## src/sv/boi_pkg.sv

```systemverilog
// ----------------------------------------------------------------------------
// boi_pkg
// Shared types and default sizes for the box intersection over union block.
// ----------------------------------------------------------------------------
`default_nettype none

package boi_pkg;

  // default coordinate width (Q12.4 edges and spans)
  localparam int COORD_BITS_DEF = 16;
  // default number of fraction bits in the ratio
  localparam int RATIO_BITS_DEF = 16;

  // control that travels alongside each box pair through the pipeline
  typedef struct packed {
    logic valid;  // stage holds a box pair
    logic touch;  // boxes strictly overlap on both axes
    logic keep;   // quotient is meaningful (overlap and nonzero union)
  } ctl_t;

endpackage : boi_pkg

`default_nettype wire

```

## src/sv/boi_geom.sv

```systemverilog
// ----------------------------------------------------------------------------
// boi_geom
// Four-stage front end: far edges, overlap test and intersection size,
// the three areas, and the union area.
// ----------------------------------------------------------------------------
`default_nettype none

module boi_geom #(
  parameter int COORD_BITS = boi_pkg::COORD_BITS_DEF
) (
  input  wire logic                      clk,
  input  wire logic                      rst_n,
  input  wire logic                      advance,
  input  wire logic                      in_valid,
  input  wire logic [COORD_BITS-1:0]     first_left,
  input  wire logic [COORD_BITS-1:0]     first_top,
  input  wire logic [COORD_BITS-1:0]     first_span_x,
  input  wire logic [COORD_BITS-1:0]     first_span_y,
  input  wire logic [COORD_BITS-1:0]     second_left,
  input  wire logic [COORD_BITS-1:0]     second_top,
  input  wire logic [COORD_BITS-1:0]     second_span_x,
  input  wire logic [COORD_BITS-1:0]     second_span_y,
  output boi_pkg::ctl_t                  ctl_out,
  output logic [2*COORD_BITS-1:0]        area_i_out,
  output logic [2*COORD_BITS:0]          area_u_out
);
  import boi_pkg::*;

  localparam int CB = COORD_BITS;
  // a far edge (signed edge plus unsigned span) needs two bits above the field
  localparam int EW = COORD_BITS + 2;
  localparam int AW = 2 * COORD_BITS;

  // stage 1: near edges sign extended, far edges
  logic                 s1_valid_r;
  logic signed [EW-1:0] s1_ax_r, s1_ay_r, s1_bx_r, s1_by_r;
  logic signed [EW-1:0] s1_ax2_r, s1_ay2_r, s1_bx2_r, s1_by2_r;
  logic [CB-1:0]        s1_aw_r, s1_ah_r, s1_bw_r, s1_bh_r;

  logic signed [EW-1:0] ax_ext, ay_ext, bx_ext, by_ext;
  logic signed [EW-1:0] ax2_nxt, ay2_nxt, bx2_nxt, by2_nxt;

  assign ax_ext  = $signed({{2{first_left[CB-1]}}, first_left});
  assign ay_ext  = $signed({{2{first_top[CB-1]}}, first_top});
  assign bx_ext  = $signed({{2{second_left[CB-1]}}, second_left});
  assign by_ext  = $signed({{2{second_top[CB-1]}}, second_top});
  assign ax2_nxt = ax_ext + $signed({2'b00, first_span_x});
  assign ay2_nxt = ay_ext + $signed({2'b00, first_span_y});
  assign bx2_nxt = bx_ext + $signed({2'b00, second_span_x});
  assign by2_nxt = by_ext + $signed({2'b00, second_span_y});

  always_ff @(posedge clk) begin
    if (!rst_n) begin
      s1_valid_r <= 1'b0;
    end else if (advance) begin
      s1_valid_r <= in_valid;
    end
  end

  always_ff @(posedge clk) begin
    if (advance) begin
      s1_ax_r  <= ax_ext;
      s1_ay_r  <= ay_ext;
      s1_bx_r  <= bx_ext;
      s1_by_r  <= by_ext;
      s1_ax2_r <= ax2_nxt;
      s1_ay2_r <= ay2_nxt;
      s1_bx2_r <= bx2_nxt;
      s1_by2_r <= by2_nxt;
      s1_aw_r  <= first_span_x;
      s1_ah_r  <= first_span_y;
      s1_bw_r  <= second_span_x;
      s1_bh_r  <= second_span_y;
    end
  end

  // stage 2: strict overlap test and intersection width and height
  ctl_t          s2_ctl_r;
  logic [CB-1:0] s2_iw_r, s2_ih_r;
  logic [CB-1:0] s2_aw_r, s2_ah_r, s2_bw_r, s2_bh_r;

  logic                 touch_nxt;
  logic signed [EW-1:0] ix, iy, fx, fy, dx, dy;
  logic [CB-1:0]        iw_nxt, ih_nxt;

  assign touch_nxt = (s1_ax2_r > s1_bx_r) && (s1_bx2_r > s1_ax_r) &&
                     (s1_ay2_r > s1_by_r) && (s1_by2_r > s1_ay_r);
  assign ix = (s1_ax_r > s1_bx_r) ? s1_ax_r : s1_bx_r;
  assign iy = (s1_ay_r > s1_by_r) ? s1_ay_r : s1_by_r;
  assign fx = (s1_ax2_r < s1_bx2_r) ? s1_ax2_r : s1_bx2_r;
  assign fy = (s1_ay2_r < s1_by2_r) ? s1_ay2_r : s1_by2_r;
  assign dx = fx - ix;
  assign dy = fy - iy;
  // an overlap is never wider than the narrower span, so the low bits suffice
  assign iw_nxt = touch_nxt ? dx[CB-1:0] : '0;
  assign ih_nxt = touch_nxt ? dy[CB-1:0] : '0;

  always_ff @(posedge clk) begin
    if (!rst_n) begin
      s2_ctl_r <= '0;
    end else if (advance) begin
      s2_ctl_r.valid <= s1_valid_r;
      s2_ctl_r.touch <= touch_nxt;
      s2_ctl_r.keep  <= 1'b0;
    end
  end

  always_ff @(posedge clk) begin
    if (advance) begin
      s2_iw_r <= iw_nxt;
      s2_ih_r <= ih_nxt;
      s2_aw_r <= s1_aw_r;
      s2_ah_r <= s1_ah_r;
      s2_bw_r <= s1_bw_r;
      s2_bh_r <= s1_bh_r;
    end
  end

  // stage 3: intersection and box areas
  ctl_t          s3_ctl_r;
  logic [AW-1:0] s3_ai_r, s3_aa_r, s3_ab_r;

  always_ff @(posedge clk) begin
    if (!rst_n) begin
      s3_ctl_r <= '0;
    end else if (advance) begin
      s3_ctl_r <= s2_ctl_r;
    end
  end

  always_ff @(posedge clk) begin
    if (advance) begin
      s3_ai_r <= s2_iw_r * s2_ih_r;
      s3_aa_r <= s2_aw_r * s2_ah_r;
      s3_ab_r <= s2_bw_r * s2_bh_r;
    end
  end

  // stage 4: union area
  ctl_t        s4_ctl_r;
  logic [AW-1:0] s4_ai_r;
  logic [AW:0]   s4_au_r;
  logic [AW:0]   au_nxt;

  assign au_nxt = {1'b0, s3_aa_r} + {1'b0, s3_ab_r} - {1'b0, s3_ai_r};

  always_ff @(posedge clk) begin
    if (!rst_n) begin
      s4_ctl_r <= '0;
    end else if (advance) begin
      s4_ctl_r.valid <= s3_ctl_r.valid;
      s4_ctl_r.touch <= s3_ctl_r.touch;
      s4_ctl_r.keep  <= s3_ctl_r.touch && (|au_nxt);
    end
  end

  always_ff @(posedge clk) begin
    if (advance) begin
      s4_ai_r <= s3_ai_r;
      s4_au_r <= au_nxt;
    end
  end

  assign ctl_out    = s4_ctl_r;
  assign area_i_out = s4_ai_r;
  assign area_u_out = s4_au_r;

endmodule : boi_geom

`default_nettype wire

```

## src/sv/boi_div_cell.sv

```systemverilog
// ----------------------------------------------------------------------------
// boi_div_cell
// One restoring division step: compare, subtract, hand the doubled remainder
// and the grown quotient to the next cell.
// ----------------------------------------------------------------------------
`default_nettype none

module boi_div_cell #(
  parameter int REM_BITS = 34,
  parameter int QUO_BITS = 17
) (
  input  wire logic                  clk,
  input  wire logic                  rst_n,
  input  wire logic                  advance,
  input  wire boi_pkg::ctl_t         ctl_in,
  input  wire logic [REM_BITS-1:0]   rem_in,
  input  wire logic [REM_BITS-2:0]   div_in,
  input  wire logic [QUO_BITS-1:0]   quo_in,
  output boi_pkg::ctl_t              ctl_out,
  output logic [REM_BITS-1:0]        rem_out,
  output logic [REM_BITS-2:0]        div_out,
  output logic [QUO_BITS-1:0]        quo_out
);
  import boi_pkg::*;

  ctl_t                ctl_r;
  logic [REM_BITS-1:0] rem_r;
  logic [REM_BITS-2:0] div_r;
  logic [QUO_BITS-1:0] quo_r;

  logic                ge;
  logic [REM_BITS-1:0] diff;
  logic [REM_BITS-1:0] kept;

  // trial subtract; the remainder stays below the divisor, so doubling fits
  assign diff = rem_in - {1'b0, div_in};
  assign ge   = rem_in >= {1'b0, div_in};
  assign kept = ge ? diff : rem_in;

  always_ff @(posedge clk) begin
    if (!rst_n) begin
      ctl_r <= '0;
    end else if (advance) begin
      ctl_r <= ctl_in;
    end
  end

  always_ff @(posedge clk) begin
    if (advance) begin
      rem_r <= {kept[REM_BITS-2:0], 1'b0};
      div_r <= div_in;
      quo_r <= {quo_in[QUO_BITS-2:0], ge};
    end
  end

  assign ctl_out = ctl_r;
  assign rem_out = rem_r;
  assign div_out = div_r;
  assign quo_out = quo_r;

endmodule : boi_div_cell

`default_nettype wire

```

## src/sv/boi_divider.sv

```systemverilog
// ----------------------------------------------------------------------------
// boi_divider
// Chain of division cells, one quotient bit per cell, giving
// floor(area_i * 2^RATIO_BITS / area_u).
// ----------------------------------------------------------------------------
`default_nettype none

module boi_divider #(
  parameter int COORD_BITS = boi_pkg::COORD_BITS_DEF,
  parameter int RATIO_BITS = boi_pkg::RATIO_BITS_DEF
) (
  input  wire logic                  clk,
  input  wire logic                  rst_n,
  input  wire logic                  advance,
  input  wire boi_pkg::ctl_t         ctl_in,
  input  wire logic [2*COORD_BITS-1:0] area_i,
  input  wire logic [2*COORD_BITS:0] area_u,
  output boi_pkg::ctl_t              ctl_out,
  output logic [RATIO_BITS:0]        quo_out
);
  import boi_pkg::*;

  localparam int AW = 2 * COORD_BITS;
  localparam int RW = AW + 2;
  localparam int QW = RATIO_BITS + 1;

  ctl_t          ctl_w [QW+1];
  logic [RW-1:0] rem_w [QW+1];
  logic [RW-2:0] div_w [QW+1];
  logic [QW-1:0] quo_w [QW+1];

  // head of the chain: remainder starts as the intersection area
  assign ctl_w[0] = ctl_in;
  assign rem_w[0] = {2'b00, area_i};
  assign div_w[0] = area_u;
  assign quo_w[0] = '0;

  for (genvar k = 0; k < QW; k++) begin : g_cell
    boi_div_cell #(
      .REM_BITS (RW),
      .QUO_BITS (QW)
    ) u_cell (
      .clk     (clk),
      .rst_n   (rst_n),
      .advance (advance),
      .ctl_in  (ctl_w[k]),
      .rem_in  (rem_w[k]),
      .div_in  (div_w[k]),
      .quo_in  (quo_w[k]),
      .ctl_out (ctl_w[k+1]),
      .rem_out (rem_w[k+1]),
      .div_out (div_w[k+1]),
      .quo_out (quo_w[k+1])
    );
  end

  // the last remainder and divisor are not needed past the chain
  assign ctl_out = ctl_w[QW];
  assign quo_out = quo_w[QW];

endmodule : boi_divider

`default_nettype wire

```

## src/sv/box_intersection_over_union.sv

```systemverilog
// ----------------------------------------------------------------------------
// box_intersection_over_union
// Streaming intersection over union of two axis-aligned boxes.
// ----------------------------------------------------------------------------
// Takes one box pair per clock and returns one result per pair, in order. A
// result passes through four front-end stages (far edges, overlap test,
// areas, union), one division cell per quotient bit (RATIO_BITS + 1 cells),
// and the output register. Throughput is one pair per cycle whenever the
// result side takes data; a stall on out_tready holds the whole pipeline,
// and in_tready follows it. The ratio is floor(intersection * 2^RATIO_BITS /
// union), so 2^RATIO_BITS means 1.0; pairs that do not strictly overlap on
// both axes give a ratio of zero with boxes_touch low.
// ----------------------------------------------------------------------------
`default_nettype none

module box_intersection_over_union #(
  parameter int COORD_BITS = boi_pkg::COORD_BITS_DEF,
  parameter int RATIO_BITS = boi_pkg::RATIO_BITS_DEF
) (
  input  wire logic                    clk,
  input  wire logic                    rst_n,
  // box pair input
  input  wire logic                    in_tvalid,
  output logic                         in_tready,
  // first_left, first_top, first_span_x, first_span_y,
  // second_left, second_top, second_span_x, second_span_y
  input  wire logic [8*COORD_BITS-1:0] in_tdata,
  // result output
  output logic                         out_tvalid,
  input  wire logic                    out_tready,
  // overlap_ratio, zero filled to whole bytes
  output logic [((RATIO_BITS+8)/8)*8-1:0] out_tdata,
  // boxes_touch
  output logic                         out_tuser
);
  import boi_pkg::*;

  localparam int CB    = COORD_BITS;
  localparam int AW    = 2 * COORD_BITS;
  localparam int QW    = RATIO_BITS + 1;
  localparam int OUT_W = ((RATIO_BITS + 8) / 8) * 8;

  // whole pipeline moves when the output register is free or being drained
  logic advance;
  logic out_valid_r;
  logic [QW-1:0] ratio_r;
  logic touch_r;

  assign advance   = !out_valid_r || out_tready;
  assign in_tready = advance;

  // front end
  ctl_t          geom_ctl;
  logic [AW-1:0] area_i;
  logic [AW:0]   area_u;

  boi_geom #(
    .COORD_BITS (COORD_BITS)
  ) u_geom (
    .clk           (clk),
    .rst_n         (rst_n),
    .advance       (advance),
    .in_valid      (in_tvalid),
    .first_left    (in_tdata[0*CB +: CB]),
    .first_top     (in_tdata[1*CB +: CB]),
    .first_span_x  (in_tdata[2*CB +: CB]),
    .first_span_y  (in_tdata[3*CB +: CB]),
    .second_left   (in_tdata[4*CB +: CB]),
    .second_top    (in_tdata[5*CB +: CB]),
    .second_span_x (in_tdata[6*CB +: CB]),
    .second_span_y (in_tdata[7*CB +: CB]),
    .ctl_out       (geom_ctl),
    .area_i_out    (area_i),
    .area_u_out    (area_u)
  );

  // quotient chain
  ctl_t          div_ctl;
  logic [QW-1:0] quo;

  boi_divider #(
    .COORD_BITS (COORD_BITS),
    .RATIO_BITS (RATIO_BITS)
  ) u_divider (
    .clk     (clk),
    .rst_n   (rst_n),
    .advance (advance),
    .ctl_in  (geom_ctl),
    .area_i  (area_i),
    .area_u  (area_u),
    .ctl_out (div_ctl),
    .quo_out (quo)
  );

  // output register
  always_ff @(posedge clk) begin
    if (!rst_n) begin
      out_valid_r <= 1'b0;
    end else if (advance) begin
      out_valid_r <= div_ctl.valid;
    end
  end

  always_ff @(posedge clk) begin
    if (advance) begin
      ratio_r <= div_ctl.keep ? quo : '0;
      touch_r <= div_ctl.touch;
    end
  end

  assign out_tvalid = out_valid_r;
  assign out_tdata  = OUT_W'(ratio_r);
  assign out_tuser  = touch_r;

endmodule : box_intersection_over_union

`default_nettype wire
```

## config.mk

```make
export PLATFORM = sky130hd
export DESIGN_NAME = box_intersection_over_union
export DESIGN_NICKNAME = d
export VERILOG_FILES = /design/src/sv/boi_pkg.sv /design/src/sv/boi_geom.sv /design/src/sv/boi_div_cell.sv /design/src/sv/boi_divider.sv /design/src/sv/box_intersection_over_union.sv
export SDC_FILE = /design/constraint.sdc
export NUM_CORES = 2
export LEC_CHECK = 0
export BUFFER_PORTS_ARGS = -buffer_cell sky130_fd_sc_hd__buf_2
export CAP_MARGIN = 0
export CORE_ASPECT_RATIO = 1.2
export CORE_MARGIN = 1
export CORE_UTILIZATION = 35
export DETAILED_ROUTE_END_ITERATION = 8
export GPL_TIMING_DRIVEN = 0
export PLACE_DENSITY = 0.48
export SETUP_SLACK_MARGIN = 0.3
export SLEW_MARGIN = 20
export SYNTH_ARGS = -nofsm -noshare
export SYNTH_HDL_FRONTEND = slang
export SYNTH_SLANG_ARGS = --single-unit
export TNS_END_PERCENT = 20
```

## constraint.sdc

```tcl
create_clock -name clk -period 146.6 [get_ports clk]
set_clock_uncertainty 0.1 [all_clocks]
set_input_delay 43.98 -clock clk [delete_from_list [all_inputs] [get_ports clk]]
set_output_delay 43.98 -clock clk [all_outputs]
set_load 0.05 [all_outputs]
```

* Word-level counts from Yosys, hierarchy flattened
Index checks and enable logic that the tools add are counted.
** Cells by class
- $add $sub $neg :: 24
- $mul :: 3
- Magnitude comparators :: 25
- Muxes and demuxes :: 20
- Reduce and logical (&&, ||, !) cells :: 7
** Operator list (count)
- $ge 34x33->1 :: 16
- $mux 33 :: 15
- $sub 33x33->33 :: 15
- $mul 16x16->32 :: 3
- $add 16x17->18 :: 4
- $gt 18x16->1 :: 4
- $mux 16 :: 4
- $lt 18x18->1 :: 2
- $add 32x32->33 :: 1
- $ge 32x33->1 :: 1
- $reduce_or 33->1 :: 1
- $sub 32x33->33 :: 1
- $sub 33x32->33 :: 1
- $gt 16x16->1 :: 2
- $mux 32 :: 1
- $sub 16x16->16 :: 2
- $logic_and 1x1->1 :: 4
- $logic_not 1->1 :: 1
- $logic_or 1x1->1 :: 1
** Word-level totals
- Register bits after elaboration :: 1744
- Input bits :: 132
- Output and inout bits :: 27

* Depth between registers and ports, before layout
- Depth in word-level cells :: 4
- Gate-level depth with buffers :: 26
- Mapped depth without buffers :: 25

* Modules after synthesis
A second synthesis with hierarchy kept.
** Second synthesis, totals
- Cell total of the unflattened synthesis :: 12817
- Area total of the unflattened synthesis :: 138311.4 um2
** Modules (own cells, without submodules)
- boi_div_cell at u_divider.g_cell[0].u_cell ... :: instances 15, cells an instance 460, area an instance 5139.9 um2, sequential area each 2552.4 um2
- boi_geom :: instances 1, cells an instance 4972, area an instance 50368.3 um2, sequential area each 13883.3 um2
- boi_div_cell at u_divider.g_cell[15].u_cell ... :: instances 2, cells an instance 448, area an instance 5032.3 um2, sequential area each 2552.4 um2
- box_intersection_over_union :: instances 1, cells an instance 48, area an instance 775.7 um2, sequential area each 560.5 um2
- boi_divider :: instances 1, cells an instance 1, area an instance 3.8 um2, sequential area each 0.0 um2

* Worst setup path after synthesis
Ideal clock, no wire load.
- Path type :: input to output
- From :: input out_tready
- To :: output in_tready
- Arrival :: 90.151 ns
- Required time :: 102.520 ns
- Setup slack :: 12.369 ns
- Cell stages on the path :: 4
- Buffers on the path :: 2
- Cells stage by stage :: nor2b_1 clkbuf_8 inv_1 clkbuf_1
** Between the ends
- Cells in the longest elaborated chain, start to end :: 1
** Ends and longest elaborated chain
- from (decl) :: RTL line box_intersection_over_union.sv:30 : input wire logic out_tready,
- $logic_or 1x1->1 :: RTL line box_intersection_over_union.sv:49 : assign advance = !out_valid_r || out_tready;
- to (decl) :: RTL line box_intersection_over_union.sv:24 : output logic in_tready,
No other way between the ends.

* Worst setup path after layout
Ends and elaborated chain as after synthesis.

==> metrics.md <==
| Metric | Value |
|---|---|
| Run status | finished, final reports clean |
| Critical path class | input port to output pin |
| Number of cells after detailed placement | 16.1k |
| Distinct cell type count of the synthesized netlist | 90 |
| Minimum period implied by the final worst setup slack | 90.12 ns |
| Placeable core region | 348000 sq um |
| Total I/O pin count | 159 |
| Violation count after the first detailed-route iteration | 4875 |
| Required time of the critical path | 102.52 ns |
| Number of core rows | 237 |
| TritonCTS Sinks | 1744 |
| DRT Wirelength | 337000 um |
| Async SR Flop Fraction | 0% |
| Largest net degree at the start of global routing | 61 |
| Nets@finish | 13.5k |
| Class of the tightest hold or removal check | flip-flop to flip-flop |
| Maximum count of clock buffers along a single path | 4 |
| Final standard cell count with taps included and fillers excluded | 16.5k |
| Total of flip-flops plus latches after synthesis | 1744 |
| Clock-pin slew reported for the worst setup and hold paths after clock tree synthesis | 0.06 ns |
| Ys flop type | edfxtp_1 |
| H-tree Lvls | 4 |
| Vias per cell | 5.00 |
| Final hold viol count | 0 |
| CTS tree | done |
| Total of cells resized after clock tree synthesis | 0 |
| Clk_lat worst skew | 0.91 ns |
| Ys Warns | 0 |
| Die area | 352000 sq um |
| Worst relative slew slack | 29.2% |
| Final routed DRC violation total | 0 |
| Max stage delay cell, worst path | clkbuf_4 |
| Detail-routed net length per standard cell | 20.4 um |
| Initial Utilization | 35.2% |
| Layout fillers | 33.9k |
| Final core occ | 39.3% |
| Fraction of final layout cells with drive strength greater than 1 | 7.93% |
| Crit path DAT | 46.04 ns |
| Number of pins with negative max-slew slack in the final report | 0 |
| Post-Synthesis Cell Area | 122000 sq um |
| Total CTS buffers | 200 |
| Total global routing overflow | 0 |
| Synthesized netlist cell count | 11.2k |
| Routability congestion estimate from global placement | 0.910 |
| Number of nets with antenna violations after detailed routing | 0 |
| Crit end category | output pin |
| Number of buffers added for setup after CTS | 0 |
| Average footprint of a synthesized cell | 10.9 sq um |
| Sort of element at the start of the critical path | input port |
| Detailed Place HPWL | 274000 um |
| Number of buffers added on ports | 150 |
| Die extent in x | 542 um |
| Cell-by-cell listing of the critical path | buf_2 > nor2b_1 > clkbuf_8 > inv_1 > clkbuf_4 > buf_12 > buf_16 > buf_16 > buf_2 |
| Fin crit share | 61.5% |
| Total iterations of the first detailed-routing run | 6 |
| Count of hold buffers inserted by post-cts repair | 0 |
| Longest individual stage delay on the worst path | 0.34 ns |
| Worst hold slack after final layout | 0.308 ns |
| Total of endpoints with negative setup slack in the final report | 0 |
| Number of antenna violations at the first check in global routing | 8 |
| Share of the yosys chip area belonging to registers | 42.3% |
| Total vias in the final route | 82.3k |
| Max-cap violations | 0 |
| CTS root buf | clkbuf_16 |
| Count of flip-flops with a built-in enable after synthesis | 1684 |
| Global-route wire length before repair | 512000 um |
| Slew @ Worst Pin | 1.06 ns |
| Global routing usage summed across all routing layers | 19.0% |
| Peak clock frequency supported by timing | 11.1 MHz |
| Setup repair after global routing missed its margin | no |
| Relative area change from synthesis to final layout | 11.7% |
| Maximum fanout along the worst path | 56 |
| Vias in the first global route | 85.2k |
| Die Y | 650 um |
per-layer routing:
metal	part of all wire (%)	GRT usage, %
met2	50	34.0
met4	4.8	8.28
met1	42	22.9
met3	3.3	2.02
met5	0	0
cell usage after synthesis, types with 40 or more instances:
cell type  instances  share of area (%)
inv_1           1691                5.2
edfxtp_1        1684                 41
ha_1            1140                 12
nand2_1          942                2.9
fa_1             636                 10
a21oi_1          612                2.5
nor2_1           469                1.4
o21ai_0          448                1.8
xnor2_1          417                3.0
and2_1           396                2.0
mux2_2           335                3.1
a21o_1           330                2.0
xor2_1           190                1.4
clkbuf_1         188               0.58
nor3_1           141               0.58
nand2b_1         135               0.69
nand3_1          119               0.49
o21a_1           118               0.72
nand4_1          109               0.56
nor2b_1          109               0.56
o21bai_1         107               0.66
a21boi_0          95               0.58
a211oi_1          66               0.41
a31oi_1           64               0.33
dfxtp_1           60               0.98
o31ai_1           55               0.34
and3_1            41               0.21
or3_1             40               0.20
kinds of logic after synthesis:
group | count (synthesis) | synth area share (%)
adder cells (fa/ha/maj) | 1776 | 22.1
buffers and inverters | 1918 | 5.95
AND/OR/NAND/NOR | 2647 | 10.5
other | 1 | 0.00307
flip-flops | 1744 | 42.3
XOR/XNOR | 607 | 4.35
multiplexers | 375 | 3.41
AO/OA/AOI/OAI | 2172 | 11.3
critical path: cells and delay by family:
kind,cells,cell delay [ns]
and+or+nand+nor,1,0.04
buffers and inverters,8,1.92
sequential cells by signal, summed over array words and instances, names as in the netlist, 17 cells and up:
name	cells
u_geom.s1_bx2_r	18
u_geom.s3_ai_r	32
u_geom.area_u_out	33
u_geom.area_i_out	32
u_geom.s1_ay2_r	18
u_geom.s1_by2_r	18
u_divider.g_cell.u_cell.quo_out	153
u_divider.g_cell.u_cell.ctl_out	51
u_divider.g_cell.u_cell.div_out	528
u_geom.s1_ax2_r	18
u_geom.s3_aa_r	32
u_geom.s3_ab_r	32
u_divider.g_cell.u_cell.rem_out	528
ratio_r	17
path summary, 6_finish.rpt:
check / from / end / slack, ns / depth (start not counted)
hold reg to reg: u_divider.g_cell[6].u_cell.quo_out[0]$_DFFE_PP_ / u_divider.g_cell[7].u_cell.quo_out[1]$_DFFE_PP_ / 0.31 / 0
setup reg to reg: u_geom.s2_bw_r[10]$_DFFE_PP_ / u_geom.s3_ab_r[28]$_DFFE_PP_ / 138.58 / 23
hold / removal: u_divider.g_cell[6].u_cell.quo_out[0]$_DFFE_PP_ / u_divider.g_cell[7].u_cell.quo_out[1]$_DFFE_PP_ / 0.31 / 0
setup / recovery: out_tready / in_tready / 56.48 / 9
through the flow:
stage,cell area [sq um],worst slack (ns),setup TNS [ns]
3_3_place_gp,129000,-11.82,-11.82
5_1_grt,137000,56.32,0
4_1_cts,137000,56.41,0
3_5_place_dp,130000,56.41,0
2_1_floorplan,122000,12.37,0
6_report,137000,56.48,0
placed cells by master, fill, tap and decap left out, types with 30 or more instances in the layout:
cell type	count
o21ai_0	448
nor3_1	140
clkinv_2	37
a21o_1	330
clkbuf_16	202
nand2_1	942
bufinv_16	30
and2_1	396
a21boi_0	94
nor2b_1	109
and3_1	41
dfxtp_1	59
nand4_1	109
nand3_1	119
nand2b_1	135
o21bai_1	107
ha_1	1140
nor2_1	469
fa_1	636
xor2_1	190
a21oi_1	612
mux2_2	335
o31ai_1	55
a31oi_1	64
edfxtp_1	1684
o21a_1	118
a211oi_1	66
clkbuf_1	214
xnor2_1	417
or3_1	40
or2_2	37
inv_1	1691
buf_2	172
clkinv_1	37
mux2i_1	39
area by class of cell:
type	count	area (sq um)	area share, %
sequential	1744	51800	37.9
clock buffer	229	5160	3.77
clock inverter	141	1610	1.18
buffer	227	932	0.682
tap	4660	5830	4.27
antenna	3	7.51	0.00550
timing repair buffer	185	1640	1.20
multi-input combinational	7584	63300	46.3
inverter	1691	6350	4.65
Power is not shown: default switching activity piles up to over one toggle a cycle in this logic, so the estimate is an artifact.
